[config.mk]
export PLATFORM = sky130hd
export DESIGN_NAME = gclrw_front
export DESIGN_NICKNAME = d
export VERILOG_FILES = /design/src/rtl/gclrw_pkg.sv /design/src/rtl/gclrw_front.sv
export SDC_FILE = /design/constraint.sdc
export NUM_CORES = 1
export LEC_CHECK = 0
export BUFFER_PORTS_ARGS = -buffer_cell sky130_fd_sc_hd__buf_2
export CAP_MARGIN = 20
export CORE_AREA = 3 3 142 144
export CTS_CLUSTER_SIZE = 24
export DETAILED_ROUTE_END_ITERATION = 8
export DIE_AREA = 0 0 145 147
export SLEW_MARGIN = 20
export SYNTH_ARGS = -nofsm -noshare
export SYNTH_HDL_FRONTEND = slang
export SYNTH_SLANG_ARGS = --single-unit
[constraint.sdc]
create_clock -name clk -period 3.6 [get_ports clk]
set_input_delay 0.72 -clock clk [delete_from_list [all_inputs] [get_ports clk]]
set_output_delay 0.72 -clock clk [all_outputs]
set_load 0.02 [all_outputs]
[src/rtl/gclrw_pkg.sv]
package gclrw_pkg;

    localparam int MID_DEPTH = 4;
    localparam int OUT_DEPTH = 4;
    localparam int OUT_CW    = $clog2(OUT_DEPTH + 1);

    localparam int CFG_IDX_W  = 2;
    localparam int CFG_DATA_W = 20;

    localparam logic [CFG_IDX_W-1:0] CFG_WORD_BUDGET     = 2'd0;
    localparam logic [CFG_IDX_W-1:0] CFG_ALIGN_GROUPS    = 2'd1;
    localparam logic [CFG_IDX_W-1:0] CFG_BLOCK_END_INDEX = 2'd2;

    localparam logic [19:0] WORD_BUDGET_RESET = 20'hFFFFF;
    localparam logic        ALIGN_RESET       = 1'b1;
    localparam logic [9:0]  BLOCK_END_RESET   = 10'd573;
    localparam logic [19:0] COUNT_MAX         = 20'hFFFFF;

    typedef enum logic [1:0] {
        PH_PARAM,
        PH_HEADER,
        PH_EXTRA,
        PH_PAD
    } phase_t;

    typedef enum logic [1:0] {
        OP_NONE,
        OP_WRITE,
        OP_READ
    } op_kind_t;

    typedef struct packed {
        op_kind_t    kind;
        logic [15:0] idx;
        logic [31:0] value;
        logic [3:0]  be;
        logic        ended;
    } op_t;

    typedef struct packed {
        logic        write_valid;
        logic [9:0]  write_index;
        logic [31:0] write_value;
        logic [31:0] read_data;
        logic        block_ended;
    } result_t;

    function automatic logic [31:0] lane_mask(input logic [3:0] be);
        logic [31:0] m;
        for (int i = 0; i < 4; i++)
        begin
            m[8*i +: 8] = {8{be[i]}};
        end
        return m;
    endfunction

endpackage

[src/rtl/gclrw_front.sv]
module gclrw_front #(
    parameter int REG_COUNT = 1024
) (
    input  logic                             clk,
    input  logic                             rst_n,
    input  logic                             cfg_write,
    input  logic [gclrw_pkg::CFG_IDX_W-1:0]  cfg_index,
    input  logic [gclrw_pkg::CFG_DATA_W-1:0] cfg_data,
    input  logic                             push,
    input  logic                             kind,
    input  logic [31:0]                      stream_word,
    input  logic [9:0]                       read_index,
    input  logic                             busy,
    output logic                             full,
    output logic                             op_push,
    output gclrw_pkg::op_t                   op
);

    localparam logic [16:0] REG_LIMIT = 17'(REG_COUNT);

    gclrw_pkg::phase_t phase_reg, phase_next;
    logic [31:0] held_reg, held_next;
    logic [15:0] index_reg, index_next;
    logic [3:0]  be_reg, be_next;
    logic [10:0] extra_reg, extra_next;
    logic        cons_reg, cons_next;
    logic        parity_reg, parity_next;
    logic [19:0] words_reg, words_next;
    logic        ended_reg, ended_next;
    logic [19:0] budget_reg;
    logic        align_reg;
    logic [9:0]  block_end_reg;

    logic        accept;
    logic [19:0] words_inc;
    logic [15:0] hdr_index;
    logic [10:0] hdr_extra;
    logic [15:0] ext_index;
    logic        hdr_in_range, ext_in_range, read_in_range;

    assign full          = busy;
    assign accept        = push && !busy;
    assign op_push       = accept;
    assign words_inc     = (words_reg == gclrw_pkg::COUNT_MAX) ? words_reg : words_reg + 20'd1;
    assign hdr_index     = stream_word[15:0];
    assign hdr_extra     = stream_word[30:20];
    assign ext_index     = cons_reg ? index_reg + 16'd1 : index_reg;
    assign hdr_in_range  = {1'b0, hdr_index} < REG_LIMIT;
    assign ext_in_range  = {1'b0, ext_index} < REG_LIMIT;
    assign read_in_range = {7'd0, read_index} < REG_LIMIT;

    always_comb
    begin
        phase_next  = phase_reg;
        held_next   = held_reg;
        index_next  = index_reg;
        be_next     = be_reg;
        extra_next  = extra_reg;
        cons_next   = cons_reg;
        parity_next = parity_reg;
        words_next  = words_reg;
        ended_next  = ended_reg;
        op          = '0;
        op.kind     = gclrw_pkg::OP_NONE;
        op.ended    = ended_reg;
        if (accept)
        begin
            if (kind)
            begin
                if (read_in_range)
                begin
                    op.kind = gclrw_pkg::OP_READ;
                    op.idx  = {6'd0, read_index};
                end
            end
            else if (!ended_reg)
            begin
                case (phase_reg)
                    gclrw_pkg::PH_PARAM:
                    begin
                        if (words_reg < budget_reg)
                        begin
                            held_next  = stream_word;
                            words_next = words_inc;
                            phase_next = gclrw_pkg::PH_HEADER;
                        end
                    end
                    gclrw_pkg::PH_HEADER:
                    begin
                        words_next  = words_inc;
                        index_next  = hdr_index;
                        be_next     = stream_word[19:16];
                        extra_next  = hdr_extra;
                        cons_next   = stream_word[31];
                        parity_next = hdr_extra[0];
                        if (hdr_in_range)
                        begin
                            op.kind  = gclrw_pkg::OP_WRITE;
                            op.idx   = hdr_index;
                            op.value = held_reg;
                            op.be    = stream_word[19:16];
                        end
                        if (hdr_index == {6'd0, block_end_reg})
                        begin
                            // stop the list; its extra words are never consumed
                            ended_next = 1'b1;
                            op.ended   = 1'b1;
                            phase_next = gclrw_pkg::PH_PARAM;
                        end
                        else if (hdr_extra != 11'd0)
                        begin
                            phase_next = gclrw_pkg::PH_EXTRA;
                        end
                        else
                        begin
                            phase_next = (align_reg && hdr_extra[0]) ?
                                         gclrw_pkg::PH_PAD : gclrw_pkg::PH_PARAM;
                        end
                    end
                    gclrw_pkg::PH_EXTRA:
                    begin
                        words_next = words_inc;
                        index_next = ext_index;
                        extra_next = extra_reg - 11'd1;
                        if (ext_in_range)
                        begin
                            op.kind  = gclrw_pkg::OP_WRITE;
                            op.idx   = ext_index;
                            op.value = stream_word;
                            op.be    = be_reg;
                        end
                        if (extra_reg == 11'd1)
                        begin
                            phase_next = (align_reg && parity_reg) ?
                                         gclrw_pkg::PH_PAD : gclrw_pkg::PH_PARAM;
                        end
                    end
                    gclrw_pkg::PH_PAD:
                    begin
                        // drop the padding word, uncounted
                        phase_next = gclrw_pkg::PH_PARAM;
                    end
                    default:
                    begin
                        phase_next = gclrw_pkg::PH_PARAM;
                    end
                endcase
            end
        end
    end

    always_ff @(posedge clk or negedge rst_n)
    begin
        if (!rst_n)
        begin
            phase_reg  <= gclrw_pkg::PH_PARAM;
            held_reg   <= '0;
            index_reg  <= '0;
            be_reg     <= '0;
            extra_reg  <= '0;
            cons_reg   <= 1'b0;
            parity_reg <= 1'b0;
            words_reg  <= '0;
            ended_reg  <= 1'b0;
        end
        else
        begin
            phase_reg  <= phase_next;
            held_reg   <= held_next;
            index_reg  <= index_next;
            be_reg     <= be_next;
            extra_reg  <= extra_next;
            cons_reg   <= cons_next;
            parity_reg <= parity_next;
            words_reg  <= words_next;
            ended_reg  <= ended_next;
        end
    end

    always_ff @(posedge clk or negedge rst_n)
    begin
        if (!rst_n)
        begin
            budget_reg    <= gclrw_pkg::WORD_BUDGET_RESET;
            align_reg     <= gclrw_pkg::ALIGN_RESET;
            block_end_reg <= gclrw_pkg::BLOCK_END_RESET;
        end
        else if (cfg_write)
        begin
            case (cfg_index)
                gclrw_pkg::CFG_WORD_BUDGET:     budget_reg    <= cfg_data;
                gclrw_pkg::CFG_ALIGN_GROUPS:    align_reg     <= cfg_data[0];
                gclrw_pkg::CFG_BLOCK_END_INDEX: block_end_reg <= cfg_data[9:0];
                default:
                begin
                end
            endcase
        end
    end

endmodule

==> metrics.md <==
| Metric | Value |
|---|---|
| Vias per cell | `5.32` |
| Gpl congestion | `0.798` |
| Final Slew Violations | `0` |
| Die Y | `147 microns` |
| CTS Root Cell | `clkbuf_16` |
| Hold WC Path Type | `in2async` |
| Routed WL | `18400 microns` |
| Detailed Place HPWL | `13000 microns` |
| Detailed Routing Iterations Pass 1 | `5` |
| Max Clk Rate | `0.291 GHz` |
| Deepest clock path buffer count | `2` |
| Internal power | `3.74 mW` |
| Met3 GRT Util | `3.52%` |
| Top cell type's share of synthesized area | `32.2%` |
| CTS buffer count | `17` |
| Post-Route Skew | `0.00776 ns` |
| Worst EP arrival | `2.71 ns` |
| Global route overflow | `0` |
| Largest area contributor in the netlist | `dfrtp_1` |
| Slew of the pin with the lowest slew margin | `0.978 ns` |
| Worst setup SP type | `flop` |
| Comb pwr share | `29.9%` |
| CTS tree | `done` |
| Global Route met2 Usage | `28.5%` |
| M1 GR Usage | `23.4%` |
| Core area | `18800 sq um` |
| Syn avg cell area | `10.4 sq um` |
| Routed Antenna Nets | `0` |
| Most common cell after layout, fill and taps aside | `buf_2` |
| Top Ports | `127` |
| Gate Count Post-Synth | `688` |
| Sw power | `1.89 mW` |
| Status | `finished, final reports clean` |
| Final Hold Fails | `0` |
| Die area | `21300 sq um` |
| EDFF count, synth | `0` |
| Drt wl/cell | `17.1 microns` |
| Crit end category | `primary output` |
| Crit path launch | `index_reg[5]` |
| Clock sink total | `119` |
| Register area share after synthesis | `42.2%` |
| Max FO, Critical Path | `27` |
| Gr busiest metal | `met2` |
| Slew HR | `34.8%` |
| Distinct cells, synth | `60` |
| Largest net degree at the start of global routing | `62` |
| Max-Cap Viols | `0` |
| Most used DFF post-synth | `dfrtp_1` |
| Hold_buf cts | `0` |
| CP Data Required Time | `2.88 ns` |
| DR vias | `5729` |
| Switch share | `33.6%` |
| Ys async rst share | `100%` |
| Final net count | `900` |
| Vias in the first global route | `5727` |
| Layout area overhead | `20.7%` |
| Setup TNS | `0 ns` |
| Critical setup path kind | `reg2out` |
| Most frequent cells in the layout | `buf_2, dfrtp_1, nand2_1` |
| Placed instance area | `7990 sq um` |
| Design area | `8620 sq um` |
| Antenna violations before repair | `0` |
| Ant diodes | `0` |
| H-tree lvl count | `4` |
| Pwr dens | `653 nW/um^2` |
| Setup-failing EPs final | `0` |
| Number of flip-flops in the largest register | `32` |
| Reg-to-Reg Start | `budget_reg[17]` |
| First DRT Iteration DRCs | `427` |
| Residual DRC | `0` |
| Skew-Pair Late Insertion Delay | `0.42 ns` |
| Leak pwr | `4.01 nW` |
| Final period util | `95.3%` |
| RSZ-0062 raised after global routing | `no` |
| Synth Warn # | `0` |
| Layout cells sized above 1 | `34.4%` |
| Worst vdd ir | `392 uV` |
| Minimum clock period | `3.43 ns` |
| Die extent in x | `145 microns` |
| Reg power frac | `40.0%` |
| First-pass GRT wire length | `30200 microns` |
| Rows | `50` |
| Post-Synthesis Cell Area | `7140 sq um` |
| I/O Buffers | `120` |
| Yosys reg bits | `119` |
| Top cells by area, synth | `dfrtp_1, dfstp_2, mux2_4, a32o_1, ha_1` |
| Initial Util | `37.9%` |
| Clock transition at path regs | `0.06 ns` |
| All-Layer GR Usage | `17.4%` |
| Clock power share | `30.1%` |
## cell families after synthesis
group	Yosys count	synth area share (%)
xor+xnor	37	4.54
fa+ha+maj	27	4.73
mux	63	11.4
other cells	1	0.0525
flops	119	42.2
buf+inv	81	5.54
compound gates	195	19.7
simple gates	165	11.9
## cell type report
cell class	instances	area, sq um
timing repair buffer	142	806
clock inverter	12	125
inverter	30	113
tap	260	325
fill	1785	10200
multi-input combinational	493	3770
sequential	119	3010
clock buffer	20	467
## power by group through the flow
stage / logic, mW / clock network, mW / registers [mW]
global route: 1.88 / 1.80 / 2.32
detailed placement: 1.67 / 0 / 2.25
CTS: 1.68 / 1.73 / 2.24
floorplan: 1.35 / 0 / 2.13
global placement: 1.63 / 0 / 2.24
finish: 1.68 / 1.69 / 2.25
## routing by layer
layer	wire (microns)	vias up	part of all wire, %
li1	-	2783	-
met1	8720	2805	47
met2	8780	123	48
met3	644	18	3.5
met4	233	0	1.3
met5	0	-	0
## Yosys cell counts (7+ instances only)
master / number
a22oi_1: 10
xnor2_1: 16
clkbuf_1: 21
nand4_1: 11
dfrtp_1: 92
buf_2: 10
a21oi_1: 35
and3_1: 9
xor2_1: 21
a211oi_1: 7
a32o_1: 36
nor2_1: 8
ha_1: 27
nand2_1: 64
mux2_4: 30
mux2_2: 24
o22ai_1: 25
o21ai_0: 52
nor3_1: 10
nand3_1: 27
inv_1: 30
buf_4: 11
a2111oi_2: 10
mux2i_1: 9
dfstp_2: 27
## through the flow
step                util (%)  setup slack [ns]  std cells  power (mW)  hold WS [ns]
floorplan                  -             0.283        693        3.48         0.424
global placement        42.4             0.303       1041        3.88         0.488
detailed placement      42.4             0.253       1041        3.93         0.498
CTS                     45.6            0.0487       1073        5.65         0.418
global route            45.8            0.0130       1076        6.01         0.476
finish                  45.8             0.169       1076        5.63         0.397
## worst max-delay path, cell delays in order, from the launching register on
cell and delay (ns):
dfrtp_1 0.45, nand3_1 0.21, nor3_2 0.32, and3_1 0.26, a31o_2 0.18, and4b_1 0.26, buf_12 0.20, a32o_1 0.22
buf_2 0.18
## what timing repair did
action	CTS	global route
endpoints found under the setup margin	0	37
gates resized for setup	0	4
buffers inserted	0	3
## path summary, 6_finish.rpt
kind	endpoint	slack, ns	cells past startpoint
max in group asynchronous	budget_reg[0]	2.35	2
setup / recovery	op[24]	0.17	8
hold / removal	extra_reg[4]	0.40	1
setup reg to reg	held_reg[10]	0.84	8
hold reg to reg	budget_reg[10]	0.51	2
min in group clk	budget_reg[10]	0.51	2
(Power assumes the default switching activity.)
