==> src/rtl/gclrw_fifo.sv <==
module gclrw_fifo #(
    parameter int WIDTH = 8,
    parameter int DEPTH = 4
) (
    input  logic                       clk,
    input  logic                       rst_n,
    input  logic                       push,
    input  logic [WIDTH-1:0]           push_data,
    input  logic                       pop,
    output logic [WIDTH-1:0]           pop_data,
    output logic                       empty,
    output logic                       full,
    output logic [$clog2(DEPTH+1)-1:0] count
);

    localparam int PW = (DEPTH > 1) ? $clog2(DEPTH) : 1;
    localparam int CW = $clog2(DEPTH + 1);
    localparam logic [PW-1:0] LAST = PW'(DEPTH - 1);

    logic [WIDTH-1:0] mem_reg [DEPTH];
    logic [PW-1:0]    head_reg, head_next;
    logic [PW-1:0]    tail_reg, tail_next;
    logic [CW-1:0]    count_reg, count_next;
    logic             do_push, do_pop;

    assign empty    = (count_reg == '0);
    assign full     = (count_reg == CW'(DEPTH));
    assign count    = count_reg;
    assign pop_data = mem_reg[head_reg];
    assign do_push  = push && !full;
    assign do_pop   = pop && !empty;

    always_comb
    begin
        head_next  = head_reg;
        tail_next  = tail_reg;
        count_next = count_reg;
        if (do_push)
        begin
            tail_next = (tail_reg == LAST) ? '0 : tail_reg + 1'b1;
        end
        if (do_pop)
        begin
            head_next = (head_reg == LAST) ? '0 : head_reg + 1'b1;
        end
        if (do_push && !do_pop)
        begin
            count_next = count_reg + 1'b1;
        end
        else if (do_pop && !do_push)
        begin
            count_next = count_reg - 1'b1;
        end
    end

    always_ff @(posedge clk or negedge rst_n)
    begin
        if (!rst_n)
        begin
            head_reg  <= '0;
            tail_reg  <= '0;
            count_reg <= '0;
        end
        else
        begin
            head_reg  <= head_next;
            tail_reg  <= tail_next;
            count_reg <= count_next;
        end
    end

    always_ff @(posedge clk)
    begin
        if (do_push)
        begin
            mem_reg[tail_reg] <= push_data;
        end
    end

endmodule

==> config.mk <==
export PLATFORM = sky130hd
export DESIGN_NAME = gclrw_fifo
export DESIGN_NICKNAME = d
export VERILOG_FILES = /design/src/rtl/gclrw_fifo.sv
export SDC_FILE = /design/constraint.sdc
export NUM_CORES = 1
export LEC_CHECK = 0
export BUFFER_PORTS_ARGS = -buffer_cell sky130_fd_sc_hd__buf_2
export CORE_ASPECT_RATIO = 0.6
export CORE_MARGIN = 2
export CORE_UTILIZATION = 49
export CTS_CLUSTER_SIZE = 10
export DETAILED_ROUTE_END_ITERATION = 8
export PLACE_DENSITY = 0.85
export SETUP_SLACK_MARGIN = 0.1
export SLEW_MARGIN = 20
export SYNTH_ARGS = -nofsm -noshare
export SYNTH_HDL_FRONTEND = slang
export SYNTH_SLANG_ARGS = --single-unit
==> constraint.sdc <==
create_clock -name clk -period 1.77 [get_ports clk]
set_input_delay 0.4425 -clock clk [delete_from_list [all_inputs] [get_ports clk]]
set_output_delay 0.4425 -clock clk [all_outputs]
set_load 0.02 [all_outputs]
==> results of run 1 <==
-- Yosys cell counts (all sizes together) --
master   n
nor2     3
nor3     1
xnor2    1
dfrtp    7
nor3b    1
buf      3
inv      3
edfxtp  32
mux2     5
nand2b   1
xor2     2
fa       1
nor2b    1
and2     4
ha       6
mux4     8
-- report_power, final --
part	total (µW)	switching [µW]	internal, µW	leakage (µW)
Combinational	1710	763	950	0.000399
Sequential	1430	183	1250	0.000372
Clock	556	280	276	0.0000422
-- cell families after synthesis --
group | after synthesis | synth area share, %
and+or+nand+nor | 11 | 5.405
adders and majority gates | 7 | 5.869
DFF | 39 | 70.12
muxes | 13 | 15.06
xor gates and xnor gates | 3 | 1.622
buffers and inverters | 6 | 1.930
-- repair_timing --
item | 4_1_cts | 5_1_grt
hold buffers | 1 | 0
endpoints found under the setup margin | 10 | 18
hold endpoints to repair | 7 | 0
resized for setup | 23 | 5
pin swaps | 5 | 5
setup buffers | 5 | 3
-- area by class of cell --
type | instances | area [µm²] | share of cell area (%)
inverters | 3 | 11.26 | 0.5386
clock inverters | 1 | 5.005 | 0.2394
multi-input cells | 34 | 489.2 | 23.40
well taps | 45 | 56.30 | 2.693
repair buffers | 40 | 312.8 | 14.96
clock buffers | 7 | 76.32 | 3.651
flip-flops and latches | 39 | 1140 | 54.52
-- routing by layer --
layer  wire (µm)  share of wire, %  track usage [%]  vias to the layer above
met5           0                 0                0                        -
met4          58               2.1            7.895                        0
met3         135               4.8            5.970                        9
met2        1383                49            26.29                       25
met1        1240                44            21.96                      446
li1            -                 -                -                      390
-- critical path: stages, from the launching register on --
cell     delay, ns
dfrtp_1       0.39
buf_6         0.15
mux4_2        0.52
buf_6         0.15
-- worst paths after layout --
| check | depth (start not counted) | to | from |
|---|---|---|---|
| setup / recovery | 3 | pop_data[1] | head_reg[0] |
| hold / removal | 1 | mem_reg[1][4] | push_data[4] |
| setup reg to reg | 6 | count[1] | count[0] |
| hold reg to reg | 1 | tail_reg[1] | tail_reg[1] |
| max in group asynchronous | 2 | count[1] | rst_n |
| min in group asynchronous | 2 | count[2] | rst_n |
-- metrics by stage --
stage	hold WS (ns)	cell area (µm²)	setup WS, ns	util [%]	setup TNS, ns
3_5_place_dp	0.2849	1857	-0.09735	57.97	-0.1430
3_3_place_gp	0.2855	1857	-0.01619	57.97	-0.01790
5_1_grt	0.3549	2091	-0.2358	65.27	-1.940
2_1_floorplan	0.1469	1648	-0.2451	-	-0.4714
4_1_cts	0.3585	2051	-0.1598	64.02	-1.230
6_report	0.3665	2091	-0.1661	65.27	-1.331
==> run_results.csv, run 1 <==
group,metric,value,unit
sta,rsz0062_at_grt,"true",
clock_tree,clock_latency,0.29,ns
cells_and_area,largest_register_ffs,32,
global_route,antenna_found_initial,0,
clock_tree,clockBufferDepth,2,
setup_path,crit_path_end_kind,"output port",
drt,dr.pass1.iters,4,
outcome,status,"finished with violations",
place,post-place-cells,152,
global_route,grt_max_degree,12,
floorplanning,io_pins,25,
sta,maxSlewViolCount,0,
outcome,violations,"setup timing",
logic_synthesis,ys_ff_latch,39,
cells_and_area,final_cell_mix,"32 x edfxtp_1, 14 x buf_2, 13 x buf_4",
cells_and_area,drive_above_1_share,58.06,%
cells_and_area,fillers,238,
drt,routedWlPerCell,16.67,µm
setup_path,critPathKind,"register to output port",
drt,final_antenna_net_count,0,
logic_synthesis,synthCells,79,
logic_synthesis,syn_area,1620,µm²
floorplanning,core_region_area,3203,µm²
drt,dr.first_iter.drc_count,36,
clock_tree,clk_pin_slew_worst_paths,0.07,ns
cells_and_area,num_antenna_cells,0,
power_and_ir_drop,p_per_area,1771,nW/µm²
logic_synthesis,seq_area_frac_synth,70.12,%
job,cap_violations,0,
clock_tree,cts_root_buf,"clkbuf_8",
drt,wl,2.818,mm
global_route,grt_pass1_wl,4.554,mm
sta,max_slew.worst_pin.slew,0.4465,ns
sta,setup_slack,-0.1661,ns
drt,drc,0,
setup_path,path_max_fanout,5,
drt,routed_via_density,5.148,
cells_and_area,instances_no_fill,169,
clock_tree,cts_max_level,2,
logic_synthesis,synth_top_area_share,59.31,%
cells_and_area,syn_to_final_growth,29.04,%
floorplanning,dieArea,3798,µm²
floorplanning,fp.dieW,78.24,µm
place,placement.io_buffers,24,
sta,fin_crit,1.936,ns
global_route,grt.overflow.total,0,
power_and_ir_drop,power.total,3703,µW
clock_tree,clock-sinks,39,
setup_path,r2r_setup_slack,-0.10,ns
min_path,worstHoldPathType,"input port to register",
global_route,grt_pass1_vias,908,
sta,setup_viol,10,
logic_synthesis,ys_warn_count,0,
drt,vias,870,
sta,slew_headroom,70.23,%
setup_path,cp-start-kind,"register",
setup_path,arrival,1.49,ns
sta,fin_crit_sh,109.4,%
cells_and_area,final_common_cell,"edfxtp_1",
logic_synthesis,synth_cell_type_count,19,
setup_path,required,1.33,ns
clock_tree,cts_inserted_buffers,5,
place,dpl.hpwl,1.966,mm
logic_synthesis,synthTopCellsByArea,"edfxtp_1 59%, mux4_2 11%, dfrtp_1 11%",
logic_synthesis,syn-num-nets,98,
logic_synthesis,avgSynthCellArea,20.51,µm²
cells_and_area,num-nets-final,142,
clock_tree,cts_tree,"built",
floorplanning,fp-row-count,16,
logic_synthesis,synth_top_cell_by_area,"edfxtp_1",
sta,max_freq,516.5,MHz
global_route,grtUsageTotal,17.04,%
floorplanning,start_util,50.59,%
sta,skew,0.003296,ns
floorplanning,die_h,48.54,µm
power_and_ir_drop,ir_drop,1.012,mV
sta,timing_hold_violations_final,0,
place,gp_congestion,0.6810,
power_and_ir_drop,total_leakage_power,0.0008134,µW
Power figures use the tool's default switching activity.
==> run 2: changes to the inputs <==
--- a/config.mk
+++ b/config.mk
@@ -8,10 +8,10 @@
 export BUFFER_PORTS_ARGS = -buffer_cell sky130_fd_sc_hd__buf_2
 export CORE_ASPECT_RATIO = 0.6
 export CORE_MARGIN = 2
-export CORE_UTILIZATION = 49
+export CORE_UTILIZATION = 59
 export CTS_CLUSTER_SIZE = 10
 export DETAILED_ROUTE_END_ITERATION = 8
-export PLACE_DENSITY = 0.85
+export PLACE_DENSITY = 0.89
 export SETUP_SLACK_MARGIN = 0.1
 export SLEW_MARGIN = 20
 export SYNTH_ARGS = -nofsm -noshare
==> constraint.sdc (replaced) <==
create_clock -name clk -period 2.4 [get_ports clk]
set_input_delay 0.6 -clock clk [delete_from_list [all_inputs] [get_ports clk]]
set_output_delay 0.6 -clock clk [all_outputs]
set_load 0.02 [all_outputs]
==> run 2 against run 1 <==
  * The flow now finishes without violations
  * Critical path depth down 1
  * Total power fell by 33%
  * Critical endpoint is now pop_data[6]
  * Sequential power is 23% lower
  * Global-route usage grew 2.3 points
  * Die area fell by 16%
  * Flip-flop and latch count did not move
  * Register-to-register slack better by 0.49 ns
  * Clock power shrank 7.2%
  * Combinational power fell by 50%
  * Largest power group is now sequential cells
==> run_results.csv, run 2 (synthesis results as in run 1) <==
group,metric,value,unit
outcome,status,"finished, final reports clean",
setup_path,r2r_end,"count[2]",
setup_path,max_stage_delay,0.58,ns
drt,final_antenna_net_count,0,
place,placement.io_buffers,24,
power_and_ir_drop,total_leakage_power,0.0007258,µW
floorplanning,die_h,44.59,µm
drt,routedWlPerCell,18.57,µm
setup_path,critPathSlowestCell,"dfrtp_2",
place,gp_congestion,0.7983,
sta,rsz0062_at_grt,"false",
sta,max_slew.worst_pin.slew,0.4421,ns
clock_tree,clockBufferDepth,2,
cells_and_area,instances_no_fill,141,
cells_and_area,final_common_cell,"edfxtp_1",
drt,routed_via_density,5.504,
setup_path,arrival,1.61,ns
setup_path,cp-start-kind,"register",
floorplanning,dieArea,3195,µm²
cells_and_area,num-nets-final,127,
cells_and_area,largest_register_ffs,32,
drt,drc,0,
floorplanning,fp.dieW,71.66,µm
place,dpl.hpwl,1.829,mm
global_route,grt.overflow.total,0,
sta,worst_hold_slack,0.1354,ns
setup_path,critPathKind,"register to output port",
global_route,grtUsageTotal,19.31,%
setup_path,required,1.80,ns
floorplanning,io_pins,25,
setup_path,r2r_cells,8,
cells_and_area,final_cell_mix,"32 x edfxtp_1, 24 x buf_2, 8 x mux4_2",
drt,dr.pass1.iters,4,
clock_tree,cts_max_level,2,
setup_path,critPathTopFamily,"flip-flops",
sta,setup_viol,0,
cells_and_area,syn_to_final_growth,16.14,%
sta,skew,0.006750,ns
clock_tree,clock_latency,0.28,ns
place,post-place-cells,133,
power_and_ir_drop,ir_drop,0.7657,mV
sta,max_freq,453.0,MHz
cells_and_area,drive_above_1_share,49.54,%
clock_tree,cts_root_buf,"clkbuf_8",
drt,dr.first_iter.drc_count,112,
sta,fin_crit,2.208,ns
sta,maxSlewViolCount,0,
job,cap_violations,0,
setup_path,critical_path_buf_inv_count,1,
floorplanning,start_util,63.36,%
sta,fin_crit_sh,91.99,%
min_path,worstHoldPathType,"input port to async pin",
clock_tree,cts_inserted_buffers,5,
setup_path,path_max_fanout,11,
global_route,grt_pass1_wl,4.133,mm
setup_path,crit_chain,"mux4_2 > buf_2",
setup_path,rr_startpoint,"count[1]",
drt,vias,776,
drt,wl,2.619,mm
global_route,grt_pass1_vias,829,
sta,slew_headroom,70.52,%
sta,timing_hold_violations_final,0,
floorplanning,fp-row-count,14,
sta,setup_tns,0,ns
global_route,antenna_found_initial,0,
floorplanning,core_region_area,2557,µm²
setup_path,crit_path_end_kind,"output port",
clock_tree,clock-sinks,39,
power_and_ir_drop,power.total,2471,µW
power_and_ir_drop,p_per_area,1313,nW/µm²
setup_path,r2r_setup_slack,0.39,ns
clock_tree,cts_tree,"built",
global_route,grt_max_degree,13,
clock_tree,clk_pin_slew_worst_paths,0.08,ns
cells_and_area,num_antenna_cells,0,
run 2: worst register-to-register path, stage by stage (launching register included):
cell and delay (ns):
dfrtp_1 0.46, nor3_2 0.23, nand2b_4 0.18, ha_1 0.19, inv_1 0.06, fa_1 0.38, xor2_1 0.16, nor2_1 0.11
xor2_1 0.16
run 2: per-stage QoR:
stage / setup slack [ns] / util (%) / instance area, µm²
after detailed placement: 0.2876 / 69.32 / 1773
after CTS: 0.1760 / 73.58 / 1882
final: 0.1923 / 73.58 / 1882
after floorplan: 0.2128 / - / 1625
after global placement: 0.3531 / 69.32 / 1773
after global routing: 0.1166 / 73.58 / 1882
run 2: worst max-delay path by stage:
| stage | start | to | slack, ns | depth (start not counted) |
|---|---|---|---|---|
| finish | head_reg[0] | pop_data[6] | 0.19 | 2 |
| global route | head_reg[0] | pop_data[6] | 0.12 | 2 |
| global placement | head_reg[0] | pop_data[6] | 0.35 | 2 |
| floorplan | count[1] | count[2] | 0.21 | 8 |
| detailed placement | head_reg[0] | pop_data[6] | 0.29 | 2 |
| CTS | head_reg[0] | pop_data[6] | 0.18 | 2 |
run 2: timing repair:
action / in CTS / in global routing
resized for setup: 1 / 0
hold buffers: 0 / 0
endpoints found under the setup margin: 8 / 0
setup buffers: 0 / 0
run 2: metal layers:
| metal | vias to the layer above | part of all wire, % | GRT usage [%] |
|---|---|---|---|
| met5 | - | 0 | 0 |
| met4 | 0 | 0 | 6.792 |
| met3 | 0 | 5.6 | 6.834 |
| met2 | 18 | 50 | 31.48 |
| met1 | 399 | 44 | 24.80 |
| li1 | 359 | - | - |
run 2: layout make-up:
type | instances | area, µm²
Tap cell | 32 | 40.04
Fill cell | 163 | 675.6
Inverter | 3 | 11.26
Timing Repair Buffer | 25 | 127.6
Sequential cell | 39 | 1137
Multi-Input combinational cell | 34 | 457.9
Clock inverter | 3 | 38.79
Clock buffer | 5 | 68.82
run 2: power breakdown:
group	internal (µW)	switching [µW]
logic	422	432
clock network	304	212
registers	918	183
total	1640	827
